===== src/rtl/fdms_pkg.sv =====
// fdms_pkg: shared constants and types of the frame-difference motion silhouette core.
// No dependencies; imported by all rtl modules but fdms_ram and fdms_checker.
package fdms_pkg;

	localparam int LINE_PIXELS = 1024;
	localparam int LINES       = 1024;

	localparam int MASK_AW    = 20;
	localparam int MASK_DEPTH = 1 << MASK_AW;
	localparam int FRAME_PIX  = LINE_PIXELS * LINES;
	localparam int FRAME_CAP  = (FRAME_PIX < MASK_DEPTH) ? FRAME_PIX : MASK_DEPTH;

	localparam logic [MASK_AW-1:0] ADDR_LAST = MASK_AW'(FRAME_CAP - 1);
	localparam logic [MASK_AW-1:0] CLR_LAST  = MASK_AW'(MASK_DEPTH - 1);

	localparam int PIX_W = 8;
	localparam logic [PIX_W-1:0] THRESH_RESET = 8'd15;

	// APB register map
	localparam int APB_AW = 3;
	localparam int APB_DW = 32;
	localparam logic [0:0] REG_THRESHOLD = 1'b0;

	// output queue
	localparam int OFIFO_AW    = 2;
	localparam int OFIFO_DEPTH = 1 << OFIFO_AW;

	typedef struct packed {
		logic valid;
		logic change;
		logic line_last;
		logic frame_last;
	} px_t;

	typedef struct packed {
		logic change_bit;
		logic eroded_bit;
		logic silhouette_bit;
		logic line_end;
		logic frame_end;
	} res_t;

	typedef struct packed {
		logic push0;
		logic push1;
		res_t res0;
		res_t res1;
	} push_t;

endpackage


===== src/rtl/fdms_ofifo.sv =====
// fdms_ofifo: small result queue, up to two writes and one read per cycle.
// Depends on fdms_pkg.
module fdms_ofifo (
	input  logic            clk,
	input  logic            arst_n,
	input  fdms_pkg::push_t push,
	output logic            room2,
	output logic            out_valid,
	input  logic            out_stall,
	output fdms_pkg::res_t  head
);
	import fdms_pkg::*;

	res_t                mem_q [OFIFO_DEPTH];
	logic [OFIFO_AW-1:0] wr_ptr_q;
	logic [OFIFO_AW-1:0] rd_ptr_q;
	logic [OFIFO_AW:0]   count_q;
	logic                pop;
	logic [OFIFO_AW-1:0] wr_ptr_p1;
	logic [OFIFO_AW:0]   n_push;

	assign out_valid = (count_q != '0);
	assign pop       = out_valid && !out_stall;
	assign room2     = (count_q <= (OFIFO_AW+1)'(OFIFO_DEPTH - 2));
	assign head      = mem_q[rd_ptr_q];
	assign wr_ptr_p1 = wr_ptr_q + 1'b1;
	assign n_push    = (OFIFO_AW+1)'(push.push0) + (OFIFO_AW+1)'(push.push1);

	always_ff @(posedge clk) begin
		if (push.push0)
			mem_q[wr_ptr_q] <= push.res0;
		if (push.push1)
			mem_q[wr_ptr_p1] <= push.res1;
	end

	always_ff @(posedge clk or negedge arst_n) begin
		if (!arst_n) begin
			wr_ptr_q <= '0;
			rd_ptr_q <= '0;
			count_q  <= '0;
		end else begin
			wr_ptr_q <= wr_ptr_q + n_push[OFIFO_AW-1:0];
			if (pop)
				rd_ptr_q <= rd_ptr_q + 1'b1;
			count_q <= count_q + n_push - (OFIFO_AW+1)'(pop);
		end
	end

endmodule


===== config.mk =====
export PLATFORM = sky130hd
export DESIGN_NAME = fdms_ofifo
export DESIGN_NICKNAME = d
export VERILOG_FILES = /design/src/rtl/fdms_pkg.sv /design/src/rtl/fdms_ofifo.sv
export SDC_FILE = /design/constraint.sdc
export NUM_CORES = 1
export LEC_CHECK = 0
export BUFFER_PORTS_ARGS = -buffer_cell sky130_fd_sc_hd__buf_4
export CORE_MARGIN = 5
export CORE_UTILIZATION = 42
export CTS_BUF_LIST = sky130_fd_sc_hd__clkbuf_4
export DETAILED_ROUTE_END_ITERATION = 8
export GPL_ROUTABILITY_DRIVEN = 0
export PLACE_DENSITY_LB_ADDON = 0.1
export SYNTH_ARGS = -nofsm -noshare
export SYNTH_HDL_FRONTEND = slang
export SYNTH_SLANG_ARGS = --single-unit

===== constraint.sdc =====
create_clock -name clk -period 2.2 [get_ports clk]
set_clock_uncertainty 0.2 [all_clocks]
set_input_delay 0.33 -clock clk [delete_from_list [all_inputs] [get_ports clk]]
set_output_delay 0.33 -clock clk [all_outputs]
set_load 0.05 [all_outputs]

==> summary.md, run 1 <==
| Metric | Value |
|---|---|
| Status | completed |
| Max-Slew Margin vs Limit | 59.1% |
| FP Rows | 21 |
| Remaining antenna violation count after routing | 0 |
| Post-Route WL | approximately 2.5 mm |
| HP Class | in -> reg |
| DRC viols | 0 |
| GRT Total Usage | between 10 and 15% |
| Synthesized instance count | 90 |
| H-tree levels | 1 |
| Hold Vio Cnt, Final | 0 |
| Drt wl/cell | 14.9 um |
| N_diodes | 0 |
| Fin nets | between 100 and 150 |
| Area growth, synth to finish | 21.9% |
| Transition time of the tightest slew-check pin | 611 ps |
| Remaining Overflow, GRT | 0 |
| Crit path DAT | roughly 2200 ps |
| Via Count | 799 |
| CTS Buf Count | 3 |
| Fraction of layout cells with a size suffix above 1 | between 50 and 60% |
| Setup crit end kind | register |
| Yosys cell types | 24 |
| Final core utilization | 51.9% |
| CP required | 2230 ps |
| Pins over their slew limit | 0 |
| Die footprint | 4580 um^2 |
| Post-Syn Nets | between 100 and 150 |
| PwrDens | between 1000 and 1500 nW/um^2 |
| Most common cell after layout, fill and taps aside | buf_4 |
| I/O Buffers | 21 |
| Commonest non-fill, non-tap cells in the layout | buf_4 (29), edfxtp_1 (20), mux2_2 (15), inv_1 (7), dfrtp_1 (6) |
| Register area | 777 um^2 |
| Core box area | 3280 um^2 |
| Register area share after synthesis | 55.5% |
| Setup_tns | 0 ps |
| Period utilization | 97.5% |
| # fillers | 290 |
| RR Startpoint | count_q[1] |
| Root buffer cell | clkbuf_4 |
| Min-delay src | out_stall |
| Largest net degree at the start of global routing | 15 |
| Hold path cells | 3 |
| Die H | 67.7 um |
| Initial antenna violation count | 0 |
| RSZ-0062 raised after global routing | true |
| Setup Crit Path Kind | reg -> reg |
| # clock sinks | 27 |
| Post-detail-place hpwl | between 1.5 and 2 mm |
| Hold EP | rd_ptr_q[1] |
| Initial Util | 42.6% |
| DR iter-0 viols | 31 |
| Clock Latency Late Sink | 320 ps |
| Deepest clock path buffer count | 2 |
| Vias in the first global route | between 800 and 900 |
| Die X | between 60 and 70 um |
| Leakage power | roughly 0.7 nW |
| Worst-path maximum fanout | 3 |
| R2R Setup Slk | 60 ps |
| Multi-input combinational cell area | about 580 um^2 |
| Max-cap violation count | 0 |
| CTS tree | yes |
| Max VDD drop | 0.585 mV |
| Setup violations, final | 0 |
| Vias per cell | 4.78 |
| IO Pins | 22 |
| Reg2Reg Depth | 9 |
| Reg2reg end | count_q[2] |
| Synthesized flop and latch total | 27 |
| Max Fclk | 466 MHz |
| Clock slew at reported path FFs | 140 ps |
| Type of origin of the critical path | register |
| Syn. warnings | 0 |
| Minimum clock period | 2140 ps |
| Synth Cell Area | 1400 um^2 |
| Wire length of the first global-routing pass | 4.18 mm |
| Syn Area/Cell | 15.5 um^2 |
| Pre-antenna DRT Iters | 4 |
==> sequential cells by signal, indices dropped and copies added, names as in the netlist <==
| name | cells |
|---|---|
| wr_ptr_q | 2 |
| mem_q | 20 |
| count_q | 3 |
| rd_ptr_q | 2 |
==> Yosys cell counts (all sizes together) <==
master   n  share of area [%]
a21oi    2               0.72
fa       1                1.4
clkbuf   1               0.27
nor2     3               0.80
mux4     5                8.1
xnor2    3                1.9
and2     1               0.63
dfrtp    7                 13
ha       5                4.5
nand2b   1               0.45
buf      2                1.2
nand3    2               0.72
o21ai    2               0.72
mux2    20                 17
nor3b    1               0.54
edfxtp  20                 43
nor2b    1               0.63
xor2     3                1.9
inv      8                2.1
nor3     1               0.36
nand2    1               0.27
==> report_power, final <==
group	switching, mW	leakage [nW]	internal, mW
sequential	0.144	0.268	0.780
combinational	0.669	0.402	0.527
clock	0.139	0.0184	0.0832
total	0.951	0.688	1.39
==> repair_timing <==
item / in CTS / in global routing
resized for setup: 1 / 2
hold endpoints to repair: 7 / 0
hold buffers: 1 / 0
buffers inserted: 0 / 1
setup endpoints to repair: 5 / 1
pin swaps: 0 / 1
==> area by class of cell <==
cell class | count | area share (%)
flip-flops and latches | 27 | 45.6
multi-input cells | 52 | 34.2
repair buffers | 30 | 13.4
well taps | 46 | 3.37
clock buffers | 4 | 1.76
inverters | 8 | 1.76
==> worst max-delay path, stage by stage (launching register included) <==
cell and delay (ps):
dfrtp_1 430, nor3_2 230, nor2_2 80, ha_1 290, inv_1 60, ha_1 130
inv_1 50, fa_2 330, xor2_1 150, xnor2_1 120
==> cell families after synthesis <==
family,after synthesis,synth area share [%]
AOI/OAI and AO/OA,4,1.43
xor gates and xnor gates,6,3.76
adders and majority gates,6,5.90
buffers and inverters,11,3.58
DFF,27,55.5
muxes,25,25.5
and+or+nand+nor,11,4.38
==> routing by layer <==
layer  vias up  wire length [um]  global-route usage, %
li1        391                 -                      -
met1       394              1090                   15.8
met2        12              1310                   22.6
met3         2                77                   2.66
met4         0                14                   3.80
met5         -                 0                      0
==> worst max-delay path by stage <==
stage                    start          to  slack [ps]  cells after the start
floorplan           count_q[2]  count_q[2]          50                      9
global placement      push[10]  count_q[2]         -20                     10
detailed placement    push[10]  count_q[2]         -40                     10
CTS                 count_q[1]  count_q[2]           9                      9
global route        count_q[1]  count_q[2]         -60                      9
finish              count_q[1]  count_q[2]          60                      9
==> stage by stage <==
stage | instances | setup slack, ps | power (mW) | hold WS, ps | instance area (um^2)
after global routing | 167 | -63.2 | 2.50 | 85.2 | 1710
final | 167 | 55.8 | 2.34 | 98.5 | 1710
after CTS | 166 | 8.89 | 2.36 | 77.1 | 1690
after floorplan | 90 | 54.9 | 1.78 | -166 | 1400
after global placement | 161 | -21.9 | 2.10 | -50.6 | 1650
after detailed placement | 161 | -38.6 | 2.13 | -45.9 | 1650
(Power assumes the default switching activity.)
==> run 2: changes to the inputs <==
Settings changed: CTS_BUF_LIST sky130_fd_sc_hd__clkbuf_4 to sky130_fd_sc_hd__clkbuf_8.
==> summary.md, run 2 (synthesis results as in run 1) <==
| Metric | Value |
|---|---|
| Largest net degree at the start of global routing | 15 (unchanged) |
| Post-Route WL | 2.52 mm (was 2.49 mm) |
| Clock Latency Late Sink | 270 ps (was 320 ps) |
| Die H | 67.7 um (unchanged) |
| IO Pins | 22 (unchanged) |
| Hold Vio Cnt, Final | 0 (unchanged) |
| Core box area | 3280 um^2 (unchanged) |
| Remaining antenna violation count after routing | 0 (unchanged) |
| Max VDD drop | 0.596 mV (was 0.585 mV) |
| Max-cap violation count | 0 (unchanged) |
| Type of origin of the critical path | register (unchanged) |
| R2R Setup Slk | 60 ps (about the same) |
| Hold WS | 158 ps (was 98.5 ps) |
| GRT Total Usage | 12.9% (about the same) |
| Remaining Overflow, GRT | 0 (unchanged) |
| Root buffer cell | clkbuf_8 (was clkbuf_4) |
| Period utilization | 97.3% (was 97.5%) |
| Post-detail-place hpwl | 1.94 mm (unchanged) |
| Max FFs per register | 20 (unchanged) |
| Top Registers | mem_q: 20 flops, count_q: 3 flops (unchanged) |
| Vias per cell | 4.80 (was 4.78) |
| Max Fclk | 467 MHz (was 466 MHz) |
| Worst-path maximum fanout | 3 (unchanged) |
| Pre-antenna DRT Iters | 4 (unchanged) |
| Initial antenna violation count | 0 (unchanged) |
| Die X | 67.7 um (unchanged) |
| Total power | 2.40 mW (was 2.34 mW) |
| I/O Buffers | 21 (unchanged) |
| Via Count | 806 (was 799) |
| Largest Register | mem_q (unchanged) |
| Final core utilization | 52.6% (was 51.9%) |
| Deepest clock path buffer count | 2 (unchanged) |
| Vias in the first global route | 874 (was 871) |
| Hold EP | rd_ptr_q[1] (unchanged) |
| Max-Slew Margin vs Limit | 59.1% (about the same) |
| Minimum clock period | 2140 ps (about the same) |
| H-tree levels | 1 (unchanged) |
| Setup crit end kind | register (unchanged) |
| CTS Buf Count | 3 (unchanged) |
| CTS tree | yes (unchanged) |
| N_diodes | 0 (unchanged) |
| RR Startpoint | count_q[1] (unchanged) |
| CP required | 2160 ps (was 2230 ps) |
| Wire length of the first global-routing pass | 4.20 mm (was 4.18 mm) |
| Reg2Reg Depth | 9 (unchanged) |
| # fillers | 285 (was 290) |
| Area growth, synth to finish | 23.5% (was 21.9%) |
| Register area | 777 um^2 (unchanged) |
| Leakage power | 0.702 nW (was 0.688 nW) |
| Transition time of the tightest slew-check pin | 611 ps (about the same) |
| Status | completed (unchanged) |
| Drt wl/cell | 15.0 um (was 14.9 um) |
| Commonest non-fill, non-tap cells in the layout | buf_4 (30), edfxtp_1 (20), mux2_2 (15), inv_1 (8), dfrtp_1 (6) (was buf_4 (29), edfxtp_1 (20), mux2_2 (15), inv_1 (7), dfrtp_1 (6)) |
| Reg2reg end | count_q[2] (unchanged) |
| FP Rows | 21 (unchanged) |
| Die footprint | 4580 um^2 (unchanged) |
| Multi-input combinational cell area | 583 um^2 (unchanged) |
| Hold path cells | 3 (unchanged) |
| Min-delay src | out_stall (unchanged) |
| DRC viols | 0 (unchanged) |
| # clock sinks | 27 (unchanged) |
| RSZ-0062 raised after global routing | true (unchanged) |
| DR iter-0 viols | 41 (was 31) |
| Initial Util | 42.6% (unchanged) |
| Most common cell after layout, fill and taps aside | buf_4 (unchanged) |
| Pins over their slew limit | 0 (unchanged) |
| Setup Crit Path Kind | reg -> reg (unchanged) |
| Crit path DAT | 2100 ps (was 2170 ps) |
| HP Class | in -> reg (unchanged) |
| Fraction of layout cells with a size suffix above 1 | 53.3% (was 53.7%) |
| PwrDens | 1390 nW/um^2 (was 1370 nW/um^2) |
| Fin nets | 144 (was 143) |
| Clock slew at reported path FFs | 90 ps (was 140 ps) |
| Setup violations, final | 0 (unchanged) |
## run 2: how the worst max path moves through the flow
stage	slack [ps]	to	depth (start not counted)	from
floorplan	50	count_q[2]	9	count_q[2]
global placement	-20	count_q[2]	10	push[10]
detailed placement	-40	count_q[2]	10	push[10]
CTS	20	count_q[2]	9	count_q[1]
global route	-60	count_q[2]	9	count_q[1]
finish	60	count_q[2]	9	count_q[1]
## run 2: repair_timing
item                                    CTS  global route
endpoints found under the hold margin     7             0
endpoints found under the setup margin    1             1
gates resized for setup                   1             2
setup buffers                             0             2
pin swaps                                 0             2
hold buffers                              1             0
## run 2: layout make-up
cell class                 count  area share [%]
inverter                       8            1.74
clock inverter                 1           0.217
tap                           46            3.33
clock buffer                   3            2.39
multi-input combinational     52            33.7
timing repair buffer          31            13.6
sequential                    27            45.0
## run 2: report_power, final
part           total [mW]  internal, mW  switching, mW
clock network       0.266         0.125          0.142
registers           0.930         0.782          0.148
logic                1.20         0.533          0.672
## run 2: metrics by stage
step                      setup TNS (ps)  setup WS [ps]  cell area, um^2  std cells
after floorplan                        0           54.9             1400         90
after detailed placement           -38.6          -38.6             1650        161
after global placement             -21.9          -21.9             1650        161
after global routing               -59.6          -59.6             1730        168
final                                  0           59.6             1730        168
after CTS                              0           15.2             1710        166
## run 2: per-layer routing
metal / part of all wire (%) / GRT usage [%] / wire length, um / vias to the layer above
met2: 53 / 22.7 / 1330 / 18
met5: 0 / 0 / 0 / -
li1: - / - / - / 393
met3: 4.4 / 2.16 / 110 / 2
met4: 0.55 / 4.30 / 14 / 0
met1: 42 / 15.8 / 1070 / 393
## run 2: critical path, stage by stage (launching register included)
cell	delay [ps]
dfrtp_1	410
nor3_2	230
nor2_2	80
ha_1	290
inv_1	60
ha_1	130
inv_1	50
fa_2	330
xor2_1	150
xnor2_1	120
