File: src/rtl/fdms_pkg.sv
// fdms_pkg: shared constants and types of the frame-difference motion silhouette core.
// No dependencies; imported by all rtl modules but fdms_ram and fdms_checker.
package fdms_pkg;

	localparam int LINE_PIXELS = 1024;
	localparam int LINES       = 1024;

	localparam int MASK_AW    = 20;
	localparam int MASK_DEPTH = 1 << MASK_AW;
	localparam int FRAME_PIX  = LINE_PIXELS * LINES;
	localparam int FRAME_CAP  = (FRAME_PIX < MASK_DEPTH) ? FRAME_PIX : MASK_DEPTH;

	localparam logic [MASK_AW-1:0] ADDR_LAST = MASK_AW'(FRAME_CAP - 1);
	localparam logic [MASK_AW-1:0] CLR_LAST  = MASK_AW'(MASK_DEPTH - 1);

	localparam int PIX_W = 8;
	localparam logic [PIX_W-1:0] THRESH_RESET = 8'd15;

	// APB register map
	localparam int APB_AW = 3;
	localparam int APB_DW = 32;
	localparam logic [0:0] REG_THRESHOLD = 1'b0;

	// output queue
	localparam int OFIFO_AW    = 2;
	localparam int OFIFO_DEPTH = 1 << OFIFO_AW;

	typedef struct packed {
		logic valid;
		logic change;
		logic line_last;
		logic frame_last;
	} px_t;

	typedef struct packed {
		logic change_bit;
		logic eroded_bit;
		logic silhouette_bit;
		logic line_end;
		logic frame_end;
	} res_t;

	typedef struct packed {
		logic push0;
		logic push1;
		res_t res0;
		res_t res1;
	} push_t;

endpackage

File: src/rtl/fdms_cfg.sv
// fdms_cfg: APB register block holding the pixel threshold.
// Depends on fdms_pkg.
module fdms_cfg (
	input  logic                              clk,
	input  logic                              arst_n,
	input  logic                              psel,
	input  logic                              penable,
	input  logic                              pwrite,
	input  logic [fdms_pkg::APB_AW-1:0]       paddr,
	input  logic [fdms_pkg::APB_DW-1:0]       pwdata,
	output logic [fdms_pkg::APB_DW-1:0]       prdata,
	output logic                              pready,
	output logic [fdms_pkg::PIX_W-1:0]        threshold
);
	import fdms_pkg::*;

	logic [PIX_W-1:0] threshold_q;
	logic             wr_en;
	logic             sel_thr;

	assign pready  = 1'b1;
	assign sel_thr = (paddr[APB_AW-1:2] == REG_THRESHOLD);
	assign wr_en   = psel && penable && pwrite && pready;

	always_ff @(posedge clk or negedge arst_n) begin
		if (!arst_n) begin
			threshold_q <= THRESH_RESET;
		end else if (wr_en && sel_thr) begin
			threshold_q <= pwdata[PIX_W-1:0];
		end
	end

	assign prdata    = sel_thr ? APB_DW'(threshold_q) : '0;
	assign threshold = threshold_q;

endmodule

File: config.mk
export PLATFORM = sky130hd
export DESIGN_NAME = fdms_cfg
export DESIGN_NICKNAME = d
export VERILOG_FILES = /design/src/rtl/fdms_pkg.sv /design/src/rtl/fdms_cfg.sv
export SDC_FILE = /design/constraint.sdc
export NUM_CORES = 1
export LEC_CHECK = 0
export ABC_AREA = 1
export BUFFER_PORTS_ARGS = -buffer_cell sky130_fd_sc_hd__buf_4
export CAP_MARGIN = 20
export CORE_UTILIZATION = 33
export CTS_CLUSTER_DIAMETER = 60
export DETAILED_ROUTE_END_ITERATION = 8
export PLACE_DENSITY = 0.84
export SYNTH_ARGS = -nofsm -noshare
export SYNTH_HDL_FRONTEND = slang
export SYNTH_SLANG_ARGS = --single-unit
File: constraint.sdc
create_clock -name clk -period 1 [get_ports clk]
set_input_delay 0.05 -clock clk [delete_from_list [all_inputs] [get_ports clk]]
set_output_delay 0.05 -clock clk [all_outputs]
set_load 0.01 [all_outputs]
==> summary.txt, run 1 <==
Detailed routing
  – WL per Instance: ~8.5 um
  – Remaining DRCs: 0
  – Drt first pass iters: 4
  – Via count: 537
  – First DRT Iteration DRCs: 18
  – Routed vias/inst: roughly 3.7
  – Final ANT Viol Nets: 0
  – Final wirelength: around 1.2 mm

Critical path
  – Critical path required time: 0.95 ns
  – R2r setup slk: 0.10 ns
  – Critical path class: reg -> out
  – FF-to-FF End: threshold[1]
  – Crit path launch type: flip-flop
  – Arrival time at the worst endpoint: ~1.0 ns
  – Crit path max fanout: 2
  – R2R cell count: 4
  – CP Capture Type: output port
  – Reg-to-reg startpoint: threshold[1]

STA
  – Final worst setup slack: -0.06910 ns
  – Max-slew violations: 0
  – RSZ-0062 raised after global routing: yes
  – Final Critical Period: between 1 and 1.5 ns
  – Final setup fails: 8
  – Total Negative Setup Slacks: -0.4146 ns
  – Worst hold slack: around 0.024 ns
  – FMAX: around 0.94 GHz
  – Fin. Hold Viols: 0
  – Clock skew: 0 ns
  – Final period util: 106.9%

Floorplanning
  – IO Pins: roughly 80
  – Starting density of the core: a little over a third
  – Die X: ~45 um
  – # rows: 15
  – Core ar.: ~1700 sq um
  – Chip height: about 45 um
  – Die Area: 2038 sq um

Clock tree
  – TritonCTS clock tree: yes
  – Reg clk slew, reported paths: roughly 0.05 ns
  – H-tree level count: 1
  – Clk root buf: clkbuf_4
  – Cts bufs inserted: 3
  – Skew-Pair Late Insertion Delay: between 0.2 and 0.3 ns
  – Maximum clock path buffer count: 2
  – Sink Count: 8

Power
  – Max IR drop VDD: roughly 0.7 mV
  – Total power: around 1.3 mW
  – PD cells: between 1000 and 1500 nW/um^2
  – Leakage power: roughly 0.53 nW

Outcome
  – Failing checks: setup timing
  – Status: finished with violations

GRT
  – Pin count of the biggest net entering global routing: 10
  – Total congestion overflow: 0
  – Global-route wire length before repair: 1.773 mm
  – Number of global-route vias before repair: ~430
  – GR Util All Layers: between 10% and 20%
  – Antenna violations before repair: 0

Job
  – # Max-Cap Violations: 0

Cells and area
  – Layout cell share with drive strength beyond 1: 42.98%
  – Design area: around 870 sq um
  – Max FFs per register: 8
  – Nets: roughly 160
  – Synthesis-to-layout area growth: 41.96%
  – # diodes: 0

Logic synthesis
  – Gate count after technology mapping: 81
  – Count of cell types in the netlist: 12
  – Mean Syn Cell Area: approximately 7.6 sq um
  – Post-synthesis sequential area ratio: approximately 33%
  – Synth Register Bits: 8
  – Warnings, synthesis: 0
  – Synthesized cell area: ~610 sq um

Placed design
  – Port buffer count: 29
  – Placed cell area: approximately 750 sq um
  – Final GP Congestion: just over 0.7
  – HPWL after DPL: approximately 950 um

Hold path
  – Hold Path Stages: 3
  – Min-delay src: pwdata[0]
  – Min-delay worst type: in -> reg
  – Hold EP: threshold[0]
[critical path, cell delays in order (launching register included)]
cell and delay [ns]:
dfstp_2 0.54, inv_2 0.03, nor2_1 0.08, buf_4 0.12
[layer usage]
metal	vias to the layer above	track usage, %	share of wire, %
li1	268	-	-
met5	-	0	0
met3	3	2.800	9.6
met2	41	20.29	49
met4	0	10.91	2.3
met1	225	14.18	39
[worst max-delay path by stage]
stage                endpoint  cells after the start  slack, ns         start
floorplan           prdata[0]                      2       0.21  threshold[0]
CTS                 prdata[1]                      3      -0.08  threshold[1]
detailed placement  prdata[0]                      3       0.18  threshold[0]
global placement    prdata[2]                      3       0.18  threshold[2]
global route        prdata[2]                      3      -0.12  threshold[2]
finish              prdata[0]                      3      -0.07  threshold[0]
[layout by cell type, fill, tap and decap left out, drive strengths merged]
cell and instances:
nand3 8, nor2 9, clkbuf 4, inv 10, conb 25, dfrtp 4
dlygate4sd3 1, nand2 18, dfstp 4, buf 38
[cells by family after synthesis]
logic type	after synthesis	synth area share, %
AND/OR/NAND/NOR	35	26.88
buffers and inverters	36	38.49
other	2	1.222
flip-flops	8	33.40
[final cells by class]
class | instances | area [sq um]
Multi-Input combinational cell | 60 | 261.5
Inverter | 10 | 37.54
Sequential cell | 8 | 205.2
Clock buffer | 4 | 26.28
Tap cell | 25 | 31.28
Fill cell | 190 | 854.6
Timing Repair Buffer | 39 | 310.3
[stage by stage]
step	setup WS, ns	util [%]	instances
after floorplan	0.2074	-	104
after global placement	0.1844	43.48	132
after detailed placement	0.1794	43.48	132
after CTS	-0.07821	49.49	144
after global routing	-0.1190	50.51	146
final	-0.06910	50.51	146
[what timing repair did]
action / 4_1_cts / 5_1_grt
hold buffers: 1 / 0
setup endpoints to repair: 4 / 11
setup buffers: 7 / 2
hold endpoints to repair: 8 / 0
resized for setup: 5 / 3
pin swaps: 3 / 4
[power breakdown]
part	internal (mW)	switching [mW]	leakage (nW)
Sequential	0.407	0.0432	0.0922
Clock	0.153	0.115	0.0150
Combinational	0.296	0.263	0.424
[cells in the mapped netlist]
library cell / count / area share [%]
dfrtp_1: 4 / 16
nand2_4: 1 / 1.8
dfstp_2: 4 / 17
inv_1: 9 / 5.5
nor2_8: 1 / 3.3
buf_6: 1 / 1.8
nand3_1: 8 / 6.5
buf_4: 25 / 31
conb_1: 2 / 1.2
inv_2: 1 / 0.61
nor2_1: 8 / 4.9
nand2_1: 17 / 10
Note: power is estimated with default switching activity, not from simulation.
==> inputs of run 2 (changes only) <==
- RECOVER_POWER: unset -> 50
==> run 2 against run 1 <==
  * The flow still finishes with violations (setup timing)
  * Maximum frequency hardly changed
  * Critical path depth stayed put
  * Global-route usage stayed put
  * First-iteration DRC count stayed put
  * Utilization is 0.22 points lower
  * Sequential share of layout area is 0.10 points higher
  * Combinational power hardly changed
  * Die area stayed put
  * Non-clock buffer count stayed put
  * Critical path type unchanged
==> summary.txt, run 2 (same netlist as run 1, synthesis figures left out) <==
Clock tree
  – Maximum clock path buffer count: 2
  – Reg clk slew, reported paths: about 0.05 ns
  – Cts bufs inserted: 3
  – H-tree level count: 1
  – Skew-Pair Late Insertion Delay: ~0.25 ns
  – Sink Count: 8
  – Clk root buf: clkbuf_4
  – TritonCTS clock tree: yes

Floorplanning
  – # rows: 15
  – Die Area: 2038 sq um
  – Die X: ~45 um
  – Core ar.: 1727 sq um
  – Starting density of the core: between 30% and 40%
  – Chip height: roughly 45 um
  – IO Pins: slightly above 80

Detailed routing
  – Final wirelength: approximately 1.2 mm
  – Routed vias/inst: ~3.7
  – Final ANT Viol Nets: 0
  – First DRT Iteration DRCs: 18
  – WL per Instance: about 8.5 um
  – Via count: approximately 540
  – Drt first pass iters: 4
  – Remaining DRCs: 0

GRT
  – Antenna violations before repair: 0
  – Pin count of the biggest net entering global routing: 10
  – GR Util All Layers: 12.70%
  – Total congestion overflow: 0
  – Number of global-route vias before repair: between 400 and 500
  – Global-route wire length before repair: around 1.8 mm

STA
  – Total Negative Setup Slacks: -0.4151 ns
  – Final Critical Period: 1.070 ns
  – Clock skew: 0 ns
  – Final worst setup slack: -0.06962 ns
  – FMAX: 0.9349 GHz
  – RSZ-0062 raised after global routing: yes
  – Final period util: 107.0%
  – Fin. Hold Viols: 0
  – Max-slew violations: 0
  – Final setup fails: 8

Hold path
  – Min-delay worst type: in -> reg

Critical path
  – Crit path max fanout: 2
  – R2r setup slk: roughly 0.1 ns
  – Critical path class: reg -> out
  – CP Capture Type: output port
  – Reg-to-reg startpoint: threshold[1]
  – FF-to-FF End: threshold[1]
  – CP endpoint: prdata[0]
  – R2R cell count: 4
  – Crit path launch type: flip-flop
  – Crit. Startpoint: threshold[0]
  – Arrival time at the worst endpoint: 1.02 ns
  – Critical path required time: approximately 0.95 ns

Cells and area
  – Layout cell share with drive strength beyond 1: 42.15%
  – Nets: around 160
  – Finished Layout Cells: roughly 150
  – FILL cells: 190
  – Synthesis-to-layout area growth: 41.34%
  – # diodes: 0
  – Max FFs per register: 8
  – Commonest cells after routing, fill and taps aside: buf_4, conb_1, nand2_1
  – Most common library cell in the layout ignoring fill and taps: buf_4

Outcome
  – Status: finished with violations
  – Failing checks: setup timing

Job
  – # Max-Cap Violations: 0

Placed design
  – Final GP Congestion: around 0.73
  – DP Cell Count: roughly 130
  – HPWL after DPL: 953.1 um
  – Port buffer count: 29

Power
  – Max IR drop VDD: 0.7121 mV
  – Total power: approximately 1.3 mW
  – PD cells: approximately 1500 nW/um^2
  – Leakage power: roughly 0.53 nW
## run 2: cell types whose count changed in the layout (fill, tap and decap cells not counted), sizes merged
cell	delta
buf	-1
clkbuf	+1
## run 2: worst max-delay path, stage by stage (launching register included)
cell and delay (ns):
dfstp_2 0.54, inv_2 0.03, nor2_1 0.08, buf_4 0.12
## run 2: how the worst min path moves through the flow
stage / endpoint / startpoint / cells past startpoint
after floorplan: threshold[4] / arst_n / 0
after global placement: threshold[5] / arst_n / 1
after detailed placement: threshold[5] / arst_n / 1
after CTS: threshold[1] / pwdata[1] / 3
after global routing: threshold[2] / pwdata[2] / 3
final: threshold[0] / pwdata[0] / 3
## run 2: area by class of cell
cell class	instances	area [sq um]	share of cell area [%]
clock buffers	4	26.28	3.026
inverters	10	37.54	4.323
multi-input cells	60	261.5	30.12
flip-flops and latches	8	205.2	23.63
well taps	25	31.28	3.602
repair buffers	39	306.5	35.30
## run 2: metrics by stage
| step | util (%) | worst slack [ns] | hold WS, ns | area [sq um] |
|---|---|---|---|---|
| after global placement | 43.48 | 0.1844 | -0.1349 | 750.7 |
| after detailed placement | 43.48 | 0.1794 | -0.1328 | 750.7 |
| after global routing | 50.29 | -0.1190 | 0.02952 | 868.3 |
| final | 50.29 | -0.06962 | 0.02386 | 868.3 |
| after floorplan | - | 0.2074 | -0.2456 | 700.7 |
| after CTS | 49.49 | -0.07821 | 0.02586 | 854.6 |
## run 2: power breakdown
part | internal [mW] | switching, mW | leakage (nW)
clock network | 0.153 | 0.115 | 0.0150
registers | 0.407 | 0.0433 | 0.0922
logic | 0.294 | 0.263 | 0.420
## run 2: what timing repair did
action,CTS,global route
buffers inserted,7,2
gates resized for setup,5,3
gates cloned,0,0
setup endpoints to repair,4,11
pin swaps,3,4
endpoints found under the hold margin,8,0
hold buffers,1,0
## run 2: layer usage
layer | wire length (um) | vias to the layer above | GRT usage, %
met3 | 120 | 3 | 2.800
li1 | - | 268 | -
met5 | 0 | - | 0
met4 | 29 | 0 | 10.91
met2 | 617 | 41 | 20.29
met1 | 479 | 225 | 14.18
==> inputs of run 3 (changes only) <==
- SKIP_CTS_REPAIR_TIMING: unset -> 1
==> run 3 against run 2 <==
  * The run still ends with setup timing left
  * Global-route usage fell by 1.4 points
  * Combinational power down 17%
  * Critical path depth unchanged
  * Die area is the same
  * Non-clock buffer count is 5 lower
  * Power fell by 6.8%
  * Sequential share of layout area up 1.5 points
  * Sequential power up 2%
  * Routed wire length down 9.3%
  * Largest cell class is now multi-input combinational cells
  * Largest power group is now registers
==> summary.txt, run 3 (same netlist as run 1, synthesis figures left out) <==
Floorplanning
  – Chip height: 45.15 um
  – Core ar.: about 1700 sq um
  – Die Area: between 2000 and 2500 sq um
  – # rows: 15
  – Die X: 45.15 um
  – Starting density of the core: 35.58%
  – IO Pins: 81

GRT
  – Total congestion overflow: 0
  – Global-route wire length before repair: between 1.5 and 2 mm
  – Antenna violations before repair: 0
  – Pin count of the biggest net entering global routing: 10
  – Number of global-route vias before repair: 380
  – GR Util All Layers: 11.28%

Critical path
  – Critical path's top delay family: flip-flops
  – Reg-to-reg startpoint: threshold[3]
  – R2r setup slk: 0.19 ns
  – FF-to-FF End: threshold[3]
  – CP Capture Type: output port
  – Arrival time at the worst endpoint: 1.04 ns
  – R2R cell count: 3
  – Critical path required time: around 0.95 ns
  – Critical path's slowest cell: dfstp_2
  – Critical path class: reg -> out
  – Crit. Startpoint: threshold[2]
  – Critical path buffers and inverters: 2
  – CP endpoint: prdata[2]
  – Crit path launch type: flip-flop
  – Critical path depth: 3
  – Crit path max fanout: 3
  – CP max stage delay: 0.54 ns
  – CP Cell Sequence: inv_2 > nor2_2 > buf_4

STA
  – Max-slew violations: 0
  – Fin. Hold Viols: 0
  – RSZ-0062 raised after global routing: yes
  – FMAX: ~0.9 GHz
  – Final setup fails: 4
  – Final period util: 108.5%
  – Final Critical Period: about 1.1 ns
  – Final worst setup slack: -0.08545 ns
  – Clock skew: 0 ns

Cells and area
  – Nets: roughly 160
  – Most common library cell in the layout ignoring fill and taps: buf_4
  – FILL cells: between 150 and 200
  – Max FFs per register: 8
  – Commonest cells after routing, fill and taps aside: buf_4, conb_1, nand2_1
  – Synthesis-to-layout area growth: 32.79%
  – # diodes: 0
  – Layout cell share with drive strength beyond 1: 39.66%

Hold path
  – Min-delay worst type: in -> reg
  – Min-delay src: pwdata[3]

Clock tree
  – TritonCTS clock tree: yes
  – Sink Count: 8
  – Skew-Pair Late Insertion Delay: between 0.2 and 0.3 ns
  – Clk root buf: clkbuf_4
  – Maximum clock path buffer count: 2
  – Reg clk slew, reported paths: approximately 0.050 ns
  – H-tree level count: 1
  – Cts bufs inserted: 3

Detailed routing
  – Final ANT Viol Nets: 0
  – WL per Instance: around 8 um
  – Via count: 505
  – Drt first pass iters: 4
  – First DRT Iteration DRCs: 15
  – Routed vias/inst: 3.582
  – Remaining DRCs: 0
  – Final wirelength: about 1.1 mm

Placed design
  – Setup slack at placement: between 0.15 and 0.2 ns
  – HPWL after DPL: ~950 um
  – Port buffer count: 29
  – Final GP Congestion: 0.7261

Outcome
  – Status: finished with violations
  – Failing checks: setup timing

Job
  – # Max-Cap Violations: 0

Power
  – PD cells: ~1500 nW/um^2
  – Max IR drop VDD: about 0.68 mV
  – Total power: between 1 and 1.5 mW
  – Leakage power: 0.4979 nW
[run 3: how the worst min path moves through the flow]
stage	to	slack [ns]	depth (start not counted)
2_1_floorplan	threshold[4]	-0.25	0
3_3_place_gp	threshold[5]	-0.13	1
3_5_place_dp	threshold[5]	-0.13	1
4_1_cts	threshold[5]	-0.41	1
5_1_grt	threshold[2]	0.03	3
6_report	threshold[3]	0.03	3
[run 3: tightest hold or removal path, cell delays in order]
cell and delay, ns:
buf_4 0.11, nand3_1 0.07, nand2_1 0.05
[run 3: final cells by class]
| class | instances | area [sq um] | share of cell area (%) |
|---|---|---|---|
| well taps | 25 | 31.28 | 3.834 |
| multi-input cells | 60 | 261.5 | 32.06 |
| repair buffers | 34 | 254.0 | 31.14 |
| inverters | 10 | 37.54 | 4.601 |
| flip-flops and latches | 8 | 205.2 | 25.15 |
| clock buffers | 4 | 26.28 | 3.221 |
[run 3: routing by layer]
metal	part of all wire (%)	up-vias	global-route usage (%)	wire, um
li1	-	258	-	-
met1	39	206	12.69	445
met2	48	38	17.10	540
met3	10	3	2.800	115
met4	2.6	0	10.91	29
met5	0	-	0	0
[run 3: stage by stage]
stage	instances	util (%)	setup TNS [ns]	hold slack, ns	cell area (sq um)
3_3_place_gp	132	43.48	0	-0.1349	750.7
3_5_place_dp	132	43.48	0	-0.1328	750.7
5_1_grt	141	47.25	-0.5818	0.03001	815.8
4_1_cts	136	45.00	-0.3521	-0.4108	777.0
6_report	141	47.25	-0.3133	0.02529	815.8
2_1_floorplan	104	-	0	-0.2456	700.7
[run 3: report_power, final]
part | switching [mW] | leakage [nW] | internal, mW
Combinational | 0.230 | 0.391 | 0.230
Sequential | 0.0514 | 0.0922 | 0.408
Clock | 0.115 | 0.0150 | 0.153
Total | 0.397 | 0.498 | 0.791
