File: src/rtl/fdms_pkg.sv
// fdms_pkg: shared constants and types of the frame-difference motion silhouette core.
// No dependencies; imported by all rtl modules but fdms_ram and fdms_checker.
package fdms_pkg;

	localparam int LINE_PIXELS = 1024;
	localparam int LINES       = 1024;

	localparam int MASK_AW    = 20;
	localparam int MASK_DEPTH = 1 << MASK_AW;
	localparam int FRAME_PIX  = LINE_PIXELS * LINES;
	localparam int FRAME_CAP  = (FRAME_PIX < MASK_DEPTH) ? FRAME_PIX : MASK_DEPTH;

	localparam logic [MASK_AW-1:0] ADDR_LAST = MASK_AW'(FRAME_CAP - 1);
	localparam logic [MASK_AW-1:0] CLR_LAST  = MASK_AW'(MASK_DEPTH - 1);

	localparam int PIX_W = 8;
	localparam logic [PIX_W-1:0] THRESH_RESET = 8'd15;

	// APB register map
	localparam int APB_AW = 3;
	localparam int APB_DW = 32;
	localparam logic [0:0] REG_THRESHOLD = 1'b0;

	// output queue
	localparam int OFIFO_AW    = 2;
	localparam int OFIFO_DEPTH = 1 << OFIFO_AW;

	typedef struct packed {
		logic valid;
		logic change;
		logic line_last;
		logic frame_last;
	} px_t;

	typedef struct packed {
		logic change_bit;
		logic eroded_bit;
		logic silhouette_bit;
		logic line_end;
		logic frame_end;
	} res_t;

	typedef struct packed {
		logic push0;
		logic push1;
		res_t res0;
		res_t res1;
	} push_t;

endpackage

File: src/rtl/fdms_shape.sv
// fdms_shape: three-wide horizontal erosion and run-edge toggle; forms up to two
// results per pixel. Depends on fdms_pkg.
module fdms_shape (
	input  logic            clk,
	input  logic            arst_n,
	input  fdms_pkg::px_t   px,
	input  logic            fire,
	output fdms_pkg::push_t push
);
	import fdms_pkg::*;

	logic held_valid_q;
	logic held_change_q;
	logic before_held_q;
	logic held_fend_q;
	logic in_zone_q;

	logic ero0;
	logic ero1;
	logic left;
	logic zone_mid;
	res_t r0;
	res_t r1;

	always_comb begin
		ero0     = before_held_q & held_change_q & px.change;
		left     = held_valid_q ? held_change_q : 1'b1;
		zone_mid = held_valid_q ? ero0 : in_zone_q;
		ero1     = left & px.change;

		r0.change_bit     = held_change_q;
		r0.eroded_bit     = ero0;
		r0.silhouette_bit = ero0 ^ in_zone_q;
		r0.line_end       = 1'b0;
		r0.frame_end      = held_fend_q;

		r1.change_bit     = px.change;
		r1.eroded_bit     = ero1;
		r1.silhouette_bit = ero1 ^ zone_mid;
		r1.line_end       = 1'b1;
		r1.frame_end      = px.frame_last;
	end

	assign push.push0 = fire && (held_valid_q || px.line_last);
	assign push.push1 = fire && held_valid_q && px.line_last;
	assign push.res0  = held_valid_q ? r0 : r1;
	assign push.res1  = r1;

	always_ff @(posedge clk or negedge arst_n) begin
		if (!arst_n) begin
			held_valid_q  <= 1'b0;
			held_change_q <= 1'b0;
			before_held_q <= 1'b1;
			held_fend_q   <= 1'b0;
			in_zone_q     <= 1'b0;
		end else if (fire) begin
			if (px.line_last) begin
				held_valid_q  <= 1'b0;
				held_change_q <= 1'b0;
				before_held_q <= 1'b1;
				held_fend_q   <= 1'b0;
				in_zone_q     <= 1'b0;
			end else begin
				held_valid_q  <= 1'b1;
				held_change_q <= px.change;
				before_held_q <= left;
				held_fend_q   <= px.frame_last;
				in_zone_q     <= zone_mid;
			end
		end
	end

endmodule

File: config.mk
export PLATFORM = sky130hd
export DESIGN_NAME = fdms_shape
export DESIGN_NICKNAME = d
export VERILOG_FILES = /design/src/rtl/fdms_pkg.sv /design/src/rtl/fdms_shape.sv
export SDC_FILE = /design/constraint.sdc
export NUM_CORES = 1
export LEC_CHECK = 0
export ABC_AREA = 1
export BUFFER_PORTS_ARGS = -buffer_cell sky130_fd_sc_hd__buf_4
export CORE_AREA = 2 2 39 41
export CTS_BUF_LIST = sky130_fd_sc_hd__clkbuf_16
export CTS_CLUSTER_DIAMETER = 50
export CTS_CLUSTER_SIZE = 12
export DETAILED_ROUTE_END_ITERATION = 12
export DIE_AREA = 0 0 41 43
export GPL_TIMING_DRIVEN = 0
export SLEW_MARGIN = 10
export SYNTH_ARGS = -nofsm -noshare
export SYNTH_HDL_FRONTEND = slang
export SYNTH_SLANG_ARGS = --single-unit
File: constraint.sdc
create_clock -name clk -period 1.8 [get_ports clk]
set_input_delay 0.36 -clock clk [delete_from_list [all_inputs] [get_ports clk]]
set_output_delay 0.36 -clock clk [all_outputs]
set_load 0.1 [all_outputs]
==> flow_summary_export.csv, run 1 <==
group,metric,value,unit
outcome,status,"complete, no violations",
global_routing,use_met2,16.9,%
sta,fin_crit_sh,96.5,%
cells_and_area,fillCellCount,140,
setup_path,worst-r2r-setup-slack,0.84,ns
global_routing,grt.total_usage,12.5,%
cells_and_area,syn_to_final_growth,94.9,%
sta,maxSlewViolCount,0,
cells_and_area,n_antenna_cell,0,
setup_path,r2r-start,"before_held_q",
floorplanning,io_pins,19,
hold_path,worstHoldPathType,"in2reg",
yosys,synth_fp_nets,55,
clocking,htree_num_levels,1,
route,drt_iter0_markers,7,
route,wirelength,801,microns
yosys,avgSynthCellArea,7.09,sq um
place,place_area,541,sq um
sta,clock_skew,0.000141,ns
cells_and_area,nets,77,
setup_path,crit_path_max_fanout,7,
clocking,clockBufferDepth,2,
route,wl_per_cell,9.42,microns
route,drc,0,
setup_path,end_kind,"output port",
floorplanning,chipHeight,43,microns
clocking,cts_buffers,3,
yosys,synth-adder-area-share,0,%
clocking,cts.sinks,5,
setup_path,r2r_cells,4,
yosys,synth_top_family_by_area,"simple AND/OR/NAND/NOR gates",
route,via_count,375,
power,leakage,0.333,nW
route,drt_pass1_iterations,4,
floorplanning,fp-row-count,14,
power,cellPowerDensity,1260,nW/um^2
sta,hold_viol_final,0,
cells_and_area,final_cells,85,
yosys,synthXorXnorAreaFrac,0,%
global_routing,top_usage_layer,"met2",
yosys,netlist_area,340,sq um
global_routing,grt_use_met3,3.14,%
clocking,cts-root-buf,"clkbuf_16",
global_routing,grt-ovfl-total,0,
global_routing,grtUsageMet1,14.9,%
sta,finalSetupViolCount,0,
sta,min_period,1.74,ns
setup_path,crit_start,"held_valid_q",
place,dp.cells,80,
cells_and_area,final_util,47.9,%
yosys,synthSimpleGateAreaFrac,32.4,%
clocking,cts.clk_slew.worst_paths,0.03,ns
sta,fmax,576,MHz
setup_path,worstSetupPathType,"reg2out",
setup_path,cp.required,1.44,ns
floorplanning,die-area,1760,sq um
route,viasPerCell,4.41,
power,peakVddDrop,0.812,mV
route,postRouteAntennaNets,0,
yosys,synth_mux_area_share,0,%
cells_and_area,drive_gt1_share,53.6,%
place,dp_hpwl,624,microns
global_routing,antenna_found_initial,0,
clocking,clock_latency,0.23,ns
setup_path,critPathLaunchType,"flip-flop",
setup_path,setup.worst_path.end,"push[7]",
sta,hold_slack,0.338,ns
yosys,yosysWarnings,0,
floorplanning,initial_utilization,24.6,%
sta,rsz0062_at_grt,"false",
global_routing,grt_pass1_wl,1380,microns
yosys,synthCells,48,
yosys,netlist-cell-type-count,17,
yosys,seq_area_frac_synth,37.1,%
global_routing,grt_pass1_vias,331,
floorplanning,core-area,1380,sq um
cells_and_area,final_cell_area,663,sq um
cells_and_area,layout_commonest_cell,"buf_4",
cells_and_area,final_cell_mix,"18 x buf_4, 12 x nand2_1, 8 x inv_1",
floorplanning,die_w,41,microns
yosys,ys_ff_latch,5,
yosys,synth_compound_area_share,11.8,%
setup_path,rr_endpoint,"in_zone_q",
place,numPortBuffers,16,
job,cap_viol_max_count,0,
place,globalplace.congestion,0.706,
setup_path,crit_arrival,1.38,ns
sta,setup-tns-final,0,ns
global_routing,grt_max_degree,8,
clocking,cts_tree,"built",
-- worst max-delay path, stage by stage, from the launching register on --
cell and delay, ns:
dfrtp_2 0.46, inv_6 0.11, nand2_2 0.11, nand2_8 0.09, nand2_1 0.12, nand2_8 0.09, buf_12 0.17
-- synth_stat cells (all sizes together) --
cell type	count	area share, %
a21oi	1	1.5
a31oi	1	1.8
buf	4	8.8
conb	1	1.1
dfrtp	4	29
dfstp	1	7.7
inv	8	8.8
nand2	16	19
nand3	4	7.4
nor2	2	4.4
nor3	1	1.5
o21ai	5	8.5
-- kinds of logic after synthesis --
family | Yosys count
DFF | 5
other | 1
AOI/OAI and AO/OA | 7
and+or+nand+nor | 23
buffers and inverters | 12
-- power by group --
group,internal [mW],switching (mW)
clock,0.287,0.0683
combinational,0.0924,0.253
sequential,0.125,0.0117
-- routing by layer --
metal  wire length, microns  vias to the layer above
li1                       -                      188
met1                    288                      170
met2                    419                       13
met3                     61                        4
met4                     31                        0
met5                      0                        -
-- state kept, by name (all words and copies together) (netlist names) --
| register | flops |
|---|---|
| before_held_q | 1 |
| in_zone_q | 1 |
| held_change_q | 1 |
| held_fend_q | 1 |
| held_valid_q | 1 |
-- metrics by stage --
| step | total power, mW | worst slack [ns] |
|---|---|---|
| final | 0.838 | 0.0629 |
| after global routing | 0.867 | 0.00395 |
| after CTS | 0.835 | 0.00216 |
| after detailed placement | 0.457 | 0.0878 |
| after global placement | 0.455 | 0.108 |
| after floorplan | 0.398 | -0.131 |
-- repair_timing --
action | CTS | global route
pin swaps | 0 | 0
hold buffers | 1 | 0
endpoints found under the setup margin | 2 | 2
endpoints found under the hold margin | 4 | 0
gates resized for setup | 5 | 3
buffers inserted | 0 | 0
-- area by class of cell --
| cell class | count | area [sq um] | area share (%) |
|---|---|---|---|
| Timing Repair Buffer | 17 | 155 | 23.4 |
| Sequential cell | 5 | 128 | 19.2 |
| Inverter | 8 | 35.0 | 5.28 |
| Tap cell | 16 | 20.0 | 3.02 |
| Clock inverter | 1 | 3.75 | 0.566 |
| Multi-Input combinational cell | 31 | 216 | 32.6 |
| Buffer | 4 | 30.0 | 4.53 |
| Clock buffer | 3 | 75.1 | 11.3 |
-- worst min path at each step --
| stage | start | to | slack [ns] | cells past startpoint |
|---|---|---|---|---|
| 2_1_floorplan | arst_n | held_change_q | 0.06 | 0 |
| 3_3_place_gp | arst_n | held_valid_q | 0.17 | 1 |
| 3_5_place_dp | arst_n | held_valid_q | 0.17 | 1 |
| 4_1_cts | fire | held_change_q | 0.34 | 2 |
| 5_1_grt | fire | held_valid_q | 0.35 | 2 |
| 6_report | fire | held_change_q | 0.34 | 2 |
No activity file was read; power rests on OpenSTA's default activity.
==> inputs of run 2 (changes only) <==
- RECOVER_POWER: default -> 25
==> flow_summary_export.csv, run 2 (synthesis results as in run 1) <==
group,metric,value,unit
outcome,status,"complete, no violations",
cells_and_area,final_cell_mix,"17 x buf_4, 12 x nand2_1, 8 x inv_1",
sta,min_period,1.74,ns
place,place_area,541,sq um
global_routing,grt_max_degree,8,
floorplanning,die_w,41,microns
clocking,clock_latency,0.23,ns
cells_and_area,syn_to_final_growth,93.8,%
setup_path,crit_path_max_fanout,7,
sta,fin_crit_sh,96.5,%
setup_path,crit_start,"held_valid_q",
hold_path,holdCritStartpoint,"fire",
setup_path,worstSetupPathType,"reg2out",
sta,finalSetupViolCount,0,
global_routing,grt_pass1_vias,331,
route,wl_per_cell,9.45,microns
cells_and_area,drive_gt1_share,52.2,%
route,postRouteAntennaNets,0,
place,numPortBuffers,16,
sta,maxSlewViolCount,0,
global_routing,grt_pass1_wl,1380,microns
setup_path,crit_arrival,1.38,ns
hold_path,whs_endpoint,"held_change_q",
global_routing,antenna_found_initial,0,
clocking,cts-root-buf,"clkbuf_16",
setup_path,end_kind,"output port",
floorplanning,io_pins,19,
sta,rsz0062_at_grt,"false",
clocking,cts_buffers,3,
place,globalplace.congestion,0.706,
route,viasPerCell,4.40,
hold_path,min_path_cells,2,
floorplanning,core-area,1380,sq um
cells_and_area,final_cell_area,659,sq um
sta,setup-tns-final,0,ns
route,drt_iter0_markers,7,
global_routing,grt.total_usage,12.5,%
clocking,cts_tree,"built",
floorplanning,die-area,1760,sq um
place,dp_hpwl,624,microns
sta,fmax,576,MHz
route,drc,0,
sta,hold_slack,0.338,ns
job,cap_viol_max_count,0,
route,via_count,374,
route,wirelength,803,microns
setup_path,rr_endpoint,"in_zone_q",
clocking,htree_num_levels,1,
clocking,post-cts-setup-buffers,0,
power,cellPowerDensity,1270,nW/um^2
hold_path,worstHoldPathType,"in2reg",
power,peakVddDrop,0.808,mV
floorplanning,initial_utilization,24.6,%
setup_path,r2r_cells,4,
sta,clock_skew,0.000159,ns
floorplanning,fp-row-count,14,
cells_and_area,n_antenna_cell,0,
cells_and_area,nets,77,
clocking,clockBufferDepth,2,
cells_and_area,layout_commonest_cell,"buf_4",
setup_path,critPathLaunchType,"flip-flop",
route,drt_pass1_iterations,4,
power,leakage,0.329,nW
global_routing,grt-ovfl-total,0,
setup_path,cp.required,1.44,ns
sta,setup_slack,0.0628,ns
clocking,cts.clk_slew.worst_paths,0.03,ns
floorplanning,chipHeight,43,microns
place,dp_slack,0.0878,ns
setup_path,r2r-start,"before_held_q",
place,dp.cells,80,
sta,hold_viol_final,0,
cells_and_area,final_cells,85,
setup_path,worst-r2r-setup-slack,0.84,ns
clocking,cts.sinks,5,
==> run 2: changes by cell type in the layout (fill, tap and decap cells not counted) <==
cell,previous run,this run
clkbuf_1,0,1
buf_4,18,17
==> run 2: repair_timing <==
item / 4_1_cts / 5_1_grt
gates cloned: 0 / 0
endpoints found under the hold margin: 4 / 0
hold buffers: 1 / 0
resized for setup: 5 / 3
endpoints found under the setup margin: 2 / 2
==> run 2: area by class of cell <==
class                   instances  area [sq um]
clock buffers                   3          75.1
flip-flops and latches          5           128
inverters                       8          35.0
clock inverters                 1          3.75
plain buffers                   4          30.0
repair buffers                 17           151
fillers                       142           724
well taps                      16          20.0
multi-input cells              31           216
==> run 2: worst max path at each step <==
stage                          end  slack (ns)
after CTS                  push[2]       0.002
final                      push[7]        0.06
after detailed placement   push[7]        0.09
after global routing       push[7]       0.004
after floorplan           push[11]       -0.13
after global placement     push[7]        0.11
==> run 2: critical path, cell delays in order, from the launching register on <==
cell and delay (ns):
dfrtp_2 0.46, inv_6 0.11, nand2_2 0.11, nand2_8 0.09, nand2_1 0.12, nand2_8 0.09
buf_12 0.17
==> run 2: report_power, final <==
group	internal, mW	switching, mW
Clock	0.287	0.0679
Combinational	0.0915	0.253
Sequential	0.125	0.0118
Total	0.503	0.333
==> run 2: layer usage <==
metal / up-vias / part of all wire (%) / GRT usage (%)
met5: - / 0 / 0
met4: 0 / 3.9 / 12.0
met3: 4 / 7.6 / 3.14
met2: 13 / 53 / 16.9
met1: 168 / 36 / 14.9
li1: 189 / - / -
==> run 2: metrics by stage <==
step | util [%] | total power, mW
floorplan | - | 0.398
detailed placement | 39.1 | 0.457
global route | 47.6 | 0.866
finish | 47.6 | 0.836
global placement | 39.1 | 0.455
CTS | 46.7 | 0.835
==> inputs of run 3 (changes only) <==
--- a/config.mk
+++ b/config.mk
@@ -17,2 +17,3 @@
 export RECOVER_POWER = 25
+export SKIP_LAST_GASP = 1
 export SLEW_MARGIN = 10
==> constraint.sdc (replaced) <==
create_clock -name clk -period 1.9 [get_ports clk]
set_input_delay 0.19 -clock clk [delete_from_list [all_inputs] [get_ports clk]]
set_output_delay 0.19 -clock clk [all_outputs]
set_load 0.1 [all_outputs]
==> flow_summary_export.csv, run 3 (synthesis results as in run 1) <==
group,metric,value,unit
outcome,status,"complete, no violations",
global_routing,antenna_found_initial,0,
sta,hold_slack,0.165,ns
hold_path,worstHoldPathType,"in2reg",
route,drc,0,
global_routing,grt_pass1_vias,329,
clocking,cts.sinks,5,
sta,finalSetupViolCount,0,
clocking,clockBufferDepth,2,
cells_and_area,n_antenna_cell,0,
clocking,cts-root-buf,"clkbuf_16",
clocking,htree_num_levels,1,
place,dp.cells,80,
route,drt_iter0_markers,3,
sta,hold_viol_final,0,
clocking,cts_resized,0,
place,numPortBuffers,16,
global_routing,grt-ovfl-total,0,
global_routing,grt_pass1_wl,1300,microns
hold_path,min_path_cells,2,
route,drt_pass1_iterations,4,
floorplanning,core-area,1380,sq um
clocking,hold_buffers,1,
setup_path,rr_endpoint,"in_zone_q",
sta,maxSlewViolCount,0,
setup_path,critPathLaunchType,"flip-flop",
job,cap_viol_max_count,0,
route,wirelength,779,microns
setup_path,cp.required,1.71,ns
setup_path,end_kind,"output port",
clocking,cts.clk_slew.worst_paths,0.03,ns
place,globalplace.congestion,0.743,
setup_path,crit_arrival,1.38,ns
hold_path,whs_endpoint,"held_change_q",
global_routing,grt.total_usage,11.4,%
cells_and_area,regArea,126,sq um
cells_and_area,drive_gt1_share,46.4,%
setup_path,r2r-start,"held_valid_q",
global_routing,grt_max_degree,8,
place,dp_hpwl,591,microns
power,peakVddDrop,0.504,mV
route,viasPerCell,4.15,
sta,fmax,636,MHz
clocking,post-cts-setup-buffers,0,
floorplanning,chipHeight,43,microns
power,leakage,0.312,nW
cells_and_area,syn_to_final_growth,71.7,%
sta,min_period,1.57,ns
sta,clock_skew,0.00186,ns
floorplanning,fp-row-count,14,
sta,setup-tns-final,0,ns
setup_path,crit_path_max_fanout,7,
cells_and_area,nets,77,
floorplanning,die_w,41,microns
power,cellPowerDensity,1300,nW/um^2
clocking,clock_latency,0.23,ns
route,wl_per_cell,9.16,microns
hold_path,holdCritStartpoint,"fire",
setup_path,worst-r2r-setup-slack,0.97,ns
clocking,cts_buffers,3,
setup_path,worstSetupPathType,"reg2out",
setup_path,r2r_cells,4,
cells_and_area,final_cell_mix,"19 x buf_4, 13 x nand2_1, 8 x inv_1, 4 x dfrtp_1",
cells_and_area,fillCellCount,140,
clocking,cts_tree,"built",
sta,fin_crit_sh,82.8,%
cells_and_area,layout_commonest_cell,"buf_4",
route,via_count,353,
floorplanning,io_pins,19,
route,postRouteAntennaNets,0,
sta,rsz0062_at_grt,"false",
cells_and_area,multiInputGateArea,170,sq um
floorplanning,die-area,1760,sq um
cells_and_area,final_cells,85,
floorplanning,initial_utilization,24.6,%
-- run 3: cell type report --
class	instances	share of cell area [%]
Multi-Input combinational cell	31	29.1
Sequential cell	5	21.6
Timing Repair Buffer	17	21.6
Clock buffer	3	12.8
Inverter	8	5.57
Buffer	4	5.14
Tap cell	16	3.43
Clock inverter	1	0.642
-- run 3: routing by layer --
| metal | up-vias | GRT usage [%] | wire length [microns] |
|---|---|---|---|
| li1 | 187 | - | - |
| met1 | 146 | 13.4 | 326 |
| met2 | 18 | 15.9 | 357 |
| met3 | 2 | 4.71 | 75 |
| met4 | 0 | 8.00 | 20 |
| met5 | - | 0 | 0 |
-- run 3: worst max-delay path, cell delays in order, from the launching register on --
cell and delay (ns):
dfrtp_1 0.46, inv_4 0.14, nand2_2 0.08, nand2_2 0.07, nand2_1 0.07, nand2_4 0.05
buf_4 0.28
-- run 3: worst max path at each step --
| stage | cells after the start | startpoint | end |
|---|---|---|---|
| detailed placement | 5 | before_held_q | push[2] |
| finish | 6 | held_valid_q | push[7] |
| global placement | 5 | before_held_q | push[2] |
| CTS | 5 | before_held_q | push[2] |
| floorplan | 2 | held_valid_q | push[9] |
| global route | 5 | before_held_q | push[2] |
-- run 3: per-stage QoR --
step / area [sq um] / power, mW / utilization (%) / setup WS [ns]
CTS: 588 / 0.767 / 42.5 / 0.313
detailed placement: 499 / 0.415 / 36.1 / 0.557
floorplan: 359 / 0.359 / - / -0.301
global route: 584 / 0.788 / 42.2 / 0.229
global placement: 499 / 0.414 / 36.1 / 0.565
finish: 584 / 0.757 / 42.2 / 0.327
-- run 3: power by group --
part           switching [mW]  total [mW]  internal (mW)  leakage (nW)
logic                   0.226       0.287         0.0606         0.207
clock network          0.0711       0.344          0.273        0.0423
registers             0.00927       0.127          0.118        0.0621
total                   0.307       0.757          0.451         0.312
